File: config.mk
export PLATFORM = sky130hd
export DESIGN_NAME = open_loop_motor_start_sequencer_unit
export DESIGN_NICKNAME = d
export VERILOG_FILES = /design/src/olmss_pkg.sv /design/src/olmss_phase_sel.sv /design/src/olmss_accum.sv /design/src/open_loop_motor_start_sequencer_unit.sv
export SDC_FILE = /design/constraint.sdc
export NUM_CORES = 1
export LEC_CHECK = 0
export ABC_AREA = 1
export BUFFER_PORTS_ARGS = -buffer_cell sky130_fd_sc_hd__buf_2
export CAP_MARGIN = 20
export CORE_MARGIN = 2
export CORE_UTILIZATION = 62
export CTS_CLUSTER_SIZE = 40
export DETAILED_ROUTE_END_ITERATION = 7
export PLACE_DENSITY = 0.81
export SYNTH_ARGS = -nofsm -noshare
export SYNTH_HDL_FRONTEND = slang
export SYNTH_SLANG_ARGS = --single-unit
export TNS_END_PERCENT = 50
File: constraint.sdc
create_clock -name clk -period 6.35 [get_ports clk]
set_clock_uncertainty 0.05 [all_clocks]
set_input_delay 0.3175 -clock clk [delete_from_list [all_inputs] [get_ports clk]]
set_output_delay 0.3175 -clock clk [all_outputs]
set_load 0.01 [all_outputs]
File: src/olmss_pkg.sv
`timescale 1ns / 1ps

package olmss_pkg;

  localparam int CFG_IDX_W  = 3;
  localparam int CFG_DATA_W = 32;
  localparam int CFG_W      = 16;  // width of the boundary, current and accel registers
  localparam int SPEED_W    = 32;
  localparam int ANGLE_OUT_W = 16;

  typedef enum logic [1:0] {
    PH_IDLE  = 2'd0,
    PH_ALIGN = 2'd1,
    PH_RAMP  = 2'd2,
    PH_HOLD  = 2'd3
  } phase_t;

  typedef enum logic [CFG_IDX_W-1:0] {
    CFG_IDLE_END        = 3'd0,
    CFG_ALIGN_END       = 3'd1,
    CFG_RAMP_END        = 3'd2,
    CFG_ALIGN_CURRENT   = 3'd3,
    CFG_RUN_CURRENT     = 3'd4,
    CFG_ACCEL_STEP      = 3'd5,
    CFG_HOLD_SPEED_STEP = 3'd6
  } cfg_idx_t;

  localparam logic [CFG_W-1:0]      RST_IDLE_END        = 16'd5000;
  localparam logic [CFG_W-1:0]      RST_ALIGN_END       = 16'd10000;
  localparam logic [CFG_W-1:0]      RST_RAMP_END        = 16'd45000;
  localparam logic [CFG_W-1:0]      RST_ALIGN_CURRENT   = 16'd26214;
  localparam logic [CFG_W-1:0]      RST_RUN_CURRENT     = 16'd9830;
  localparam logic [CFG_W-1:0]      RST_ACCEL_STEP      = 16'd182;
  localparam logic [CFG_DATA_W-1:0] RST_HOLD_SPEED_STEP = 32'd5468522;

  // decision handed from the phase selector to the accumulator
  typedef struct packed {
    phase_t phase;
    logic   tick_inc;
  } sel_t;

endpackage

File: src/olmss_phase_sel.sv
`timescale 1ns / 1ps

module olmss_phase_sel #(
  parameter int TICK_WIDTH = 16
) (
  input  logic [TICK_WIDTH-1:0]          tick_eff,
  input  logic [olmss_pkg::CFG_W-1:0]    idle_end,
  input  logic [olmss_pkg::CFG_W-1:0]    align_end,
  input  logic [olmss_pkg::CFG_W-1:0]    ramp_end,
  output olmss_pkg::sel_t                sel
);

  localparam int CMP_W = (TICK_WIDTH > olmss_pkg::CFG_W) ? TICK_WIDTH : olmss_pkg::CFG_W;

  logic [CMP_W-1:0] tick_x;
  logic [CMP_W-1:0] idle_x;
  logic [CMP_W-1:0] align_x;
  logic [CMP_W-1:0] ramp_x;
  logic             below_ramp;

  assign tick_x  = CMP_W'(tick_eff);
  assign idle_x  = CMP_W'(idle_end);
  assign align_x = CMP_W'(align_end);
  assign ramp_x  = CMP_W'(ramp_end);

  assign below_ramp = (tick_x < ramp_x);

  always_comb begin
    if (tick_x < idle_x) begin
      sel.phase = olmss_pkg::PH_IDLE;
    end else if (tick_x < align_x) begin
      sel.phase = olmss_pkg::PH_ALIGN;
    end else if (below_ramp) begin
      sel.phase = olmss_pkg::PH_RAMP;
    end else begin
      sel.phase = olmss_pkg::PH_HOLD;
    end
    // counter stops at ramp end or at all ones
    sel.tick_inc = below_ramp && (tick_eff != {TICK_WIDTH{1'b1}});
  end

endmodule

File: src/olmss_accum.sv
`timescale 1ns / 1ps

module olmss_accum #(
  parameter int TICK_WIDTH  = 16,
  parameter int ANGLE_WIDTH = 32
) (
  input  logic                               clk,
  input  logic                               rst_n,
  input  logic                               advance,
  input  logic                               restart,
  input  olmss_pkg::sel_t                    sel,
  input  logic signed [olmss_pkg::CFG_W-1:0] align_current,
  input  logic signed [olmss_pkg::CFG_W-1:0] run_current,
  input  logic [olmss_pkg::CFG_W-1:0]        accel_step,
  input  logic [olmss_pkg::CFG_DATA_W-1:0]   hold_speed_step,
  output logic [TICK_WIDTH-1:0]              tick_eff,
  output logic signed [olmss_pkg::CFG_W-1:0] iq_command,
  output logic [olmss_pkg::ANGLE_OUT_W-1:0]  angle_command
);

  localparam int SW = olmss_pkg::SPEED_W;

  logic [TICK_WIDTH-1:0]  tick_r, tick_nxt;
  logic [SW-1:0]          speed_r, speed_nxt;
  logic [ANGLE_WIDTH-1:0] angle_r, angle_nxt;

  logic [SW-1:0]          speed_eff;
  logic [ANGLE_WIDTH-1:0] angle_eff;
  logic [SW:0]            speed_sum;
  logic [SW-1:0]          speed_sat;

  assign tick_eff  = restart ? '0 : tick_r;
  assign speed_eff = restart ? '0 : speed_r;
  assign angle_eff = restart ? '0 : angle_r;

  assign speed_sum = {1'b0, speed_eff} + (SW + 1)'(accel_step);
  assign speed_sat = speed_sum[SW] ? {SW{1'b1}} : speed_sum[SW-1:0];

  always_comb begin
    speed_nxt     = speed_eff;
    angle_nxt     = angle_eff;
    iq_command    = '0;
    angle_command = '0;
    tick_nxt      = sel.tick_inc ? tick_eff + TICK_WIDTH'(1) : tick_eff;
    case (sel.phase)
      olmss_pkg::PH_IDLE: begin
        iq_command = '0;
      end
      olmss_pkg::PH_ALIGN: begin
        iq_command = align_current;
      end
      olmss_pkg::PH_RAMP: begin
        iq_command = run_current;
        speed_nxt  = speed_sat;
        angle_nxt  = angle_eff + speed_sat[ANGLE_WIDTH-1:0];
      end
      olmss_pkg::PH_HOLD: begin
        iq_command = run_current;
        angle_nxt  = angle_eff + hold_speed_step[ANGLE_WIDTH-1:0];
      end
      default: begin
        iq_command = '0;
      end
    endcase
    if (sel.phase == olmss_pkg::PH_RAMP || sel.phase == olmss_pkg::PH_HOLD) begin
      angle_command = angle_nxt[ANGLE_WIDTH-1 -: olmss_pkg::ANGLE_OUT_W];
    end
  end

  always_ff @(posedge clk) begin
    if (!rst_n) begin
      tick_r  <= '0;
      speed_r <= '0;
      angle_r <= '0;
    end else if (advance) begin
      tick_r  <= tick_nxt;
      speed_r <= speed_nxt;
      angle_r <= angle_nxt;
    end
  end

  a_tick_sat : assert property (@(posedge clk) disable iff (!rst_n)
    advance && !sel.tick_inc |=> tick_r == $past(tick_eff))
    else $error("tick counter moved while saturated");

  a_idle_still : assert property (@(posedge clk) disable iff (!rst_n)
    advance && (sel.phase == olmss_pkg::PH_IDLE || sel.phase == olmss_pkg::PH_ALIGN)
    |=> angle_r == $past(angle_eff) && speed_r == $past(speed_eff))
    else $error("angle or speed changed outside ramp and hold");

  a_ramp_speed : assert property (@(posedge clk) disable iff (!rst_n)
    advance && sel.phase == olmss_pkg::PH_RAMP |=> speed_r >= $past(speed_eff))
    else $error("ramp speed decreased");

endmodule

File: src/open_loop_motor_start_sequencer_unit.sv
`timescale 1ns / 1ps

// Open-loop (I/F) start sequencer: each accepted transaction is one control tick and
// yields one result carrying the q-axis current command, the electrical angle (top 16
// bits of the phase accumulator) and the phase code (idle, align, ramp, hold). The phase
// is picked from an internal saturating tick counter against the three boundary
// registers; restart clears counter, speed and angle before the tick is evaluated.
// Throughput is one transaction per clock while out_stall does not hold the output: an
// input register feeds a single pass of compare-and-add logic that updates the state
// and loads the output register, so out_valid rises once its tick moves on from the input
// register. Configuration is written through the cfg port while no transaction is in
// flight, a rule for the user that the block itself does not enforce.
module open_loop_motor_start_sequencer_unit #(
  parameter int TICK_WIDTH  = 16,
  parameter int ANGLE_WIDTH = 32
) (
  input  logic                                  clk,
  input  logic                                  rst_n,
  input  logic                                  cfg_we,
  input  logic [olmss_pkg::CFG_IDX_W-1:0]       cfg_index,
  input  logic [olmss_pkg::CFG_DATA_W-1:0]      cfg_data,
  input  logic                                  in_valid,
  output logic                                  in_stall,
  input  logic                                  in_restart,
  output logic                                  out_valid,
  input  logic                                  out_stall,
  output logic signed [15:0]                    out_iq_command,
  output logic [15:0]                           out_angle_command,
  output logic [1:0]                            out_phase_code
);

  localparam int CW = olmss_pkg::CFG_W;

  logic [CW-1:0]                     idle_end_r, align_end_r, ramp_end_r;
  logic signed [CW-1:0]              align_current_r, run_current_r;
  logic [CW-1:0]                     accel_step_r;
  logic [olmss_pkg::CFG_DATA_W-1:0]  hold_speed_step_r;

  logic                              in_valid_r;
  logic                              restart_r;
  logic                              out_valid_r;
  logic signed [CW-1:0]              iq_r;
  logic [olmss_pkg::ANGLE_OUT_W-1:0] angle_r;
  olmss_pkg::phase_t                 phase_r;

  logic                              stage_stall;
  logic                              advance;
  logic [TICK_WIDTH-1:0]             tick_eff;
  olmss_pkg::sel_t                   sel;
  logic signed [CW-1:0]              iq_calc;
  logic [olmss_pkg::ANGLE_OUT_W-1:0] angle_calc;

  // configuration registers
  always_ff @(posedge clk) begin
    if (!rst_n) begin
      idle_end_r        <= olmss_pkg::RST_IDLE_END;
      align_end_r       <= olmss_pkg::RST_ALIGN_END;
      ramp_end_r        <= olmss_pkg::RST_RAMP_END;
      align_current_r   <= olmss_pkg::RST_ALIGN_CURRENT;
      run_current_r     <= olmss_pkg::RST_RUN_CURRENT;
      accel_step_r      <= olmss_pkg::RST_ACCEL_STEP;
      hold_speed_step_r <= olmss_pkg::RST_HOLD_SPEED_STEP;
    end else if (cfg_we) begin
      case (olmss_pkg::cfg_idx_t'(cfg_index))
        olmss_pkg::CFG_IDLE_END:        idle_end_r        <= cfg_data[CW-1:0];
        olmss_pkg::CFG_ALIGN_END:       align_end_r       <= cfg_data[CW-1:0];
        olmss_pkg::CFG_RAMP_END:        ramp_end_r        <= cfg_data[CW-1:0];
        olmss_pkg::CFG_ALIGN_CURRENT:   align_current_r   <= cfg_data[CW-1:0];
        olmss_pkg::CFG_RUN_CURRENT:     run_current_r     <= cfg_data[CW-1:0];
        olmss_pkg::CFG_ACCEL_STEP:      accel_step_r      <= cfg_data[CW-1:0];
        olmss_pkg::CFG_HOLD_SPEED_STEP: hold_speed_step_r <= cfg_data;
        default: begin
        end
      endcase
    end
  end

  // two-register pipeline: input register, then result register
  assign stage_stall = out_valid_r && out_stall;
  assign in_stall    = in_valid_r && stage_stall;
  assign advance     = in_valid_r && !stage_stall;

  always_ff @(posedge clk) begin
    if (!rst_n) begin
      in_valid_r <= 1'b0;
    end else if (!in_stall) begin
      in_valid_r <= in_valid;
    end
  end

  always_ff @(posedge clk) begin
    if (!in_stall) begin
      restart_r <= in_restart;
    end
  end

  always_ff @(posedge clk) begin
    if (!rst_n) begin
      out_valid_r <= 1'b0;
    end else if (!stage_stall) begin
      out_valid_r <= in_valid_r;
    end
  end

  always_ff @(posedge clk) begin
    if (advance) begin
      iq_r    <= iq_calc;
      angle_r <= angle_calc;
      phase_r <= sel.phase;
    end
  end

  olmss_phase_sel #(
    .TICK_WIDTH (TICK_WIDTH)
  ) u_phase_sel (
    .tick_eff  (tick_eff),
    .idle_end  (idle_end_r),
    .align_end (align_end_r),
    .ramp_end  (ramp_end_r),
    .sel       (sel)
  );

  olmss_accum #(
    .TICK_WIDTH  (TICK_WIDTH),
    .ANGLE_WIDTH (ANGLE_WIDTH)
  ) u_accum (
    .clk             (clk),
    .rst_n           (rst_n),
    .advance         (advance),
    .restart         (restart_r),
    .sel             (sel),
    .align_current   (align_current_r),
    .run_current     (run_current_r),
    .accel_step      (accel_step_r),
    .hold_speed_step (hold_speed_step_r),
    .tick_eff        (tick_eff),
    .iq_command      (iq_calc),
    .angle_command   (angle_calc)
  );

  assign out_valid         = out_valid_r;
  assign out_iq_command    = iq_r;
  assign out_angle_command = angle_r;
  assign out_phase_code    = phase_r;

  a_idle_zero : assert property (@(posedge clk) disable iff (!rst_n)
    out_valid_r && phase_r == olmss_pkg::PH_IDLE |-> iq_r == '0 && angle_r == '0)
    else $error("idle result carries a non-zero command");

  a_align_angle : assert property (@(posedge clk) disable iff (!rst_n)
    out_valid_r && phase_r == olmss_pkg::PH_ALIGN |-> angle_r == '0)
    else $error("align result carries a non-zero angle");

  a_move_gives_result : assert property (@(posedge clk) disable iff (!rst_n)
    advance |=> out_valid_r)
    else $error("transaction left the input register without a result");

  a_stall_source : assert property (@(posedge clk) disable iff (!rst_n)
    in_stall |-> in_valid_r && out_valid_r)
    else $error("input stalled with a free pipeline slot");

endmodule
Yosys cells after proc, flatten, opt, wreduce, memory -nomap -nowiden
Cells that the tools add are included.

operators by class
  add/sub/neg operators = 4
  magnitude comparators = 3
  equality and inequality tests = 10
  muxes and demuxes = 11
  reductions and logical operators = 16

operators with widths
  cell                     number
  $mux W32                 4
  $add A32 B32 Y32         2
  $pmux W32 S2             1
  $lt A16 B16 Y1           3
  $pmux W16 S3             1
  $add A32 B16 Y33         1
  $mux W16                 2
  $add A16 B1 Y16 const B  1
  $ne A16 B16 Y1 const B   1
  $reduce_and A2 Y1        7
  $eq A3 B3 Y1 const B     3
  $eq A3 B2 Y1 const B     2
  $eq A2 B2 Y1 const B     2
  $logic_and A1 B1 Y1      4
  $mux W2                  2
  $eq A3 B1 Y1 const B     1
  $logic_not A3 Y1         1
  $eq A2 B1 Y1 const B     1
  $logic_not A2 Y1         1
  $reduce_or A2 Y1         1
  $logic_not A1 Y1         1
  $logic_or A1 B1 Y1       1
  $mux W1                  1

storage, ports and cells
  register bits after elaboration = 245
  bits of input ports = 41
  word-level logic and storage cells = 60

Depth between registers and ports, before layout
  depth after elaboration = 8
  mapped depth = 36
  depth with buffers taken out = 33

Modules after synthesis
A second synthesis with hierarchy kept.

unflattened totals
  cells, all modules = 2346
  area total of the unflattened synthesis = 15563.7 um^2

by module, submodules not included
  module                                instances  cells each  area each (um^2)  sequential area each (um^2)
  olmss_accum                           1          1411        8269.2            1601.5
  open_loop_motor_start_sequencer_unit  1          733         6068.3            3653.5
  olmss_phase_sel                       1          202         1226.2            0.0

Worst setup path after synthesis
No wires, ideal clock.

  path type = register to register
  from = register restart_r
  to = register u_accum.angle_r[26]
  library setup time = 0.122 ns
  arrival = 4.665 ns
  required time = 6.178 ns
  setup slack = 1.513 ns
  stages on the path, launching flop included = 33
  path buffers = 5
  clock period less this slack = 4.837 ns
  cells stage by stage = edfxtp_1 -> buf_6 -> buf_6 -> clkbuf_1 -> clkbuf_1 -> nor2_1 -> ha_1 -> fa_1 -> nand3_1 -> nand2_1 -> nand2_1 -> nand3_2 -> nand3_1 -> nand2_2 -> nand3_2 -> clkinv_2 -> buf_6 -> nor2_1 -> o21ai_0 -> ha_1 -> a21o_1 -> a21o_1 -> a21oi_1 -> nand3_1 -> nand2_1 -> nand2_1 -> nand2_1 -> nand2_1 -> or2_2 -> nand3_1 -> nand2_1 -> o211ai_1 -> inv_1

between the ends
  cells in the longest elaborated chain, start to end = 7

ends and longest elaborated chain
  item                                                                      RTL line                                    RTL
  start, declared                                                           open_loop_motor_start_sequencer_unit.sv:40  logic restart_r;
  start signal, assigned                                                    open_loop_motor_start_sequencer_unit.sv:93  restart_r <= in_restart;
  parallel branches: the longest is 6 deep, another holds $add A32 B16 Y33  -
  $pmux W32 S2 *                                                            olmss_accum.sv:45                           case (sel.phase)
  end signal, assigned                                                      olmss_accum.sv:78                           angle_r <= angle_nxt;
  end, declared                                                             olmss_accum.sv:25                           logic [ANGLE_WIDTH-1:0] angle_r, angle_nxt;

Every way passes the cells marked *.
A chain may end at the register's enable or synchronous reset.

Final worst setup path
  from = register restart_r
  to = register u_accum.angle_r[28]

The elaborated chain is that of the path after synthesis.

==> results.md <==
- Run status: finished, final reports clean
- YS warnings: 0
- Post-synth EDFFs: 35
- Simple-gate portion of the synthesized area: 0.244
- Placed cell area: 15,200 um2
- I/O Buffers: 76
- Worst r2r path cells: 28
- Compound-cell area share of the yosys netlist: 0.193
- F_max: 171 MHz
- Die H: 158 um
- Max Root-Sink Buffers: 3
- Number of synthesized register bits: 245
- Asr flop ratio synth: 0
- Initial antenna violation count: 0
- Core area: 23,400 um2
- Leakage: 7.55 nW
- Metal3 WL: 3.81 mm
- WL met2: 18.8 mm
- Clk_lat worst skew: 0.57 ns
- Post-synthesis xor/xnor area fraction: 0.0232
- CP max stage cell: edfxtp_1
- Final period util: 0.921
- Pwr Total: 3.70 mW
- Die Wd: 158 um
- Placed cell count: 2,473
- WL met1: 18.3 mm
- Syn-to-layout area delta: 11.8%
- Cell taking the most area after synthesis: dfxtp_1
- Final instance area: 16,400 um2
- Crit-path max cell delay: 0.71 ns
- Vias/cell: 5.66
- Yosys top cell area share: 0.286
- Fin. Hold Viols: 0
- Hold Path Depth: 3
- Routed wire per std cell: 16.6 um
- Final-stage net count: 2,337
- Place WS: 0.710 ns
- Final setup TNS: 0 ns
- Vias in the first global route: 13,300
- Post-synthesis mux area share: 0
- Slew @ Worst Pin: 1.14 ns
- Gr usage total: 0.338
- Adder-Cell Fraction of Synth Area: 0.0793
- Min-Delay Path Class: input pin to register
- Count leader, synth: nand2_1
- Syn_nets: 2,287
- Die footprint: 25,000 um2
- Worst path required time: 6.76 ns
- Worst hold slack: 0.0728 ns
- Count of different cell masters after synthesis: 49
- CTS Sinks: 245
- Top cells by count, synth: nand2_1, nor2_1, inv_1
- Power density cells: 225 nW/um2
- Initial DRC count: 1,263
- Root Driver: clkbuf_16
- Residual DRC: 0
- DP HPWL: 29.4 mm
- Avg Synthesized Cell Area: 6.83 um2
- Max Used Layer: met4
- CTS clk-pin slew, worst paths: 0.06 ns
- Final worst slack: 0.504 ns
- IO Pins: 77
- First-pass GRT wire length: 67.2 mm
- Largest net degree at the start of global routing: 103
- Final core utilization: 0.703
- Vias: 14,400
- Maxcap violations: 0
- Setup Fix Bufs, Post-CTS: 0
- Final wirelength: 42.2 mm
- RePlAce Congestion: 0.976
- Worst rel slew slack: 0.236
- Layout cells sized above 1: 0.0849
- Syn Inst Count: 2,154
- Critical-path maximum fanout: 62
- Main combinational cell family by area after synthesis: simple AND/OR/NAND/NOR gates
- Top FF cell, synth: dfxtp_1
- Detail Route Antenna Nets: 0
- VDD IR max: 0.000220 V
- Sequential area share after synthesis: 0.357
- WS Path Type: register to register
- CTS tree: yes
- Slew Viols, Final: 0
- H-tree Lvls: 1
- CTS buffer count: 28
- Most area-consuming cells after synthesis: dfxtp_1, nand2_1, ha_1, a21oi_1, nor2_1
- Arrival @ worst endpoint: 6.25 ns
- Pre-Repair DR Iteration Count: 5
- Cell Count, Final, Fillers Out: 2,545
- Site Rows: 56
- RSZ-0062 raised after global routing: no
- Initial Util: 0.629
- ANT cells: 0
- Setup crit start kind: register
- CP endpoint kind: register
- GRT Residual Overflow: 0
- Setup Viol. Count Final: 0
- Tmin final: 5.85 ns
- CP most frequent cell: nand2_1
- Synthesized cell area: 14,700 um2
- Fill cells: 2,018
## critical path, delay by kind of cell, from the launching register on
family / cells / cell delay, ns
AO/OA/AOI/OAI: 4 / 0.77
AND/OR/NAND/NOR: 16 / 2.01
buffers and inverters: 4 / 0.78
adder cells (fa/ha/maj): 4 / 1.38
flip-flops: 1 / 0.71
## final cells by class
class / count / area, um2 / share of cell area
clock inverter: 22 / 304 / 0.0185
inverter: 295 / 1110 / 0.0678
timing repair buffer: 110 / 718 / 0.0437
sequential: 245 / 5260 / 0.320
tap: 319 / 399 / 0.0243
clock buffer: 30 / 708 / 0.0431
multi-input combinational: 1524 / 7950 / 0.483
## report_power, final
part / leakage (nW) / switching, mW / internal (mW)
clock: 0.480 / 0.693 / 1.06
sequential: 2.04 / 0.0216 / 1.62
combinational: 5.02 / 0.204 / 0.0958
## registers in the layout, summed over array words and instances (netlist names)
name,flops
hold_speed_step_r,32
u_accum.angle_r,32
u_accum.speed_r,32
accel_step_r,16
align_current_r,16
align_end_r,16
idle_end_r,16
out_angle_command,16
out_iq_command,16
ramp_end_r,16
run_current_r,16
u_accum.tick_r,16
out_phase_code,2
in_valid_r,1
out_valid,1
restart_r,1
## final timing paths
check	startpoint	endpoint	slack [ns]
worst max-delay path	restart_r	u_accum.angle_r[28]	0.50
worst min-delay path	cfg_data[15]	run_current_r[15]	0.07
worst max register to register	restart_r	u_accum.angle_r[28]	0.50
worst min register to register	align_current_r[15]	align_current_r[15]	0.40
## placed cells by master, fill, tap and decap left out, types with 6 or more instances in the layout
master / synthesis / routed
nand2_1: 425 / 425
inv_1: 282 / 282
nor2_1: 283 / 281
a21oi_1: 223 / 223
dfxtp_1: 210 / 210
o21ai_0: 190 / 190
ha_1: 90 / 90
buf_2: 13 / 75
nand3_1: 69 / 69
o21ai_1: 41 / 41
o211ai_1: 35 / 35
edfxtp_1: 35 / 35
clkbuf_16: 0 / 28
xor2_1: 24 / 24
nor3_1: 22 / 22
dlygate4sd3_1: 0 / 19
nand4_1: 17 / 17
xnor2_1: 15 / 15
buf_4: 3 / 14
nand2_2: 11 / 11
a31oi_1: 11 / 11
inv_2: 11 / 10
a21o_1: 10 / 10
nor2_2: 6 / 7
clkinv_2: 1 / 7
nor4_1: 6 / 6
bufinv_16: 0 / 6
## what timing repair did
action,4_1_cts,5_1_grt
hold buffers,19,0
gates resized for setup,0,0
hold endpoints to repair,19,0
## logic make-up (layout without fill, tap and decap cells)
family | count (synthesis) | count (layout)
AND/OR/NAND/NOR | 862 | 862
AO/OA/AOI/OAI | 531 | 531
buffers and inverters | 385 | 457
flip-flops | 245 | 245
adder cells (fa/ha/maj) | 92 | 92
XOR/XNOR | 39 | 39
## layer usage
metal	vias up	GRT usage
met5	-	0
met4	0	0.118
met3	106	0.0520
met2	615	0.546
met1	6552	0.461
li1	7139	-
Power figures use the tool's default switching activity.
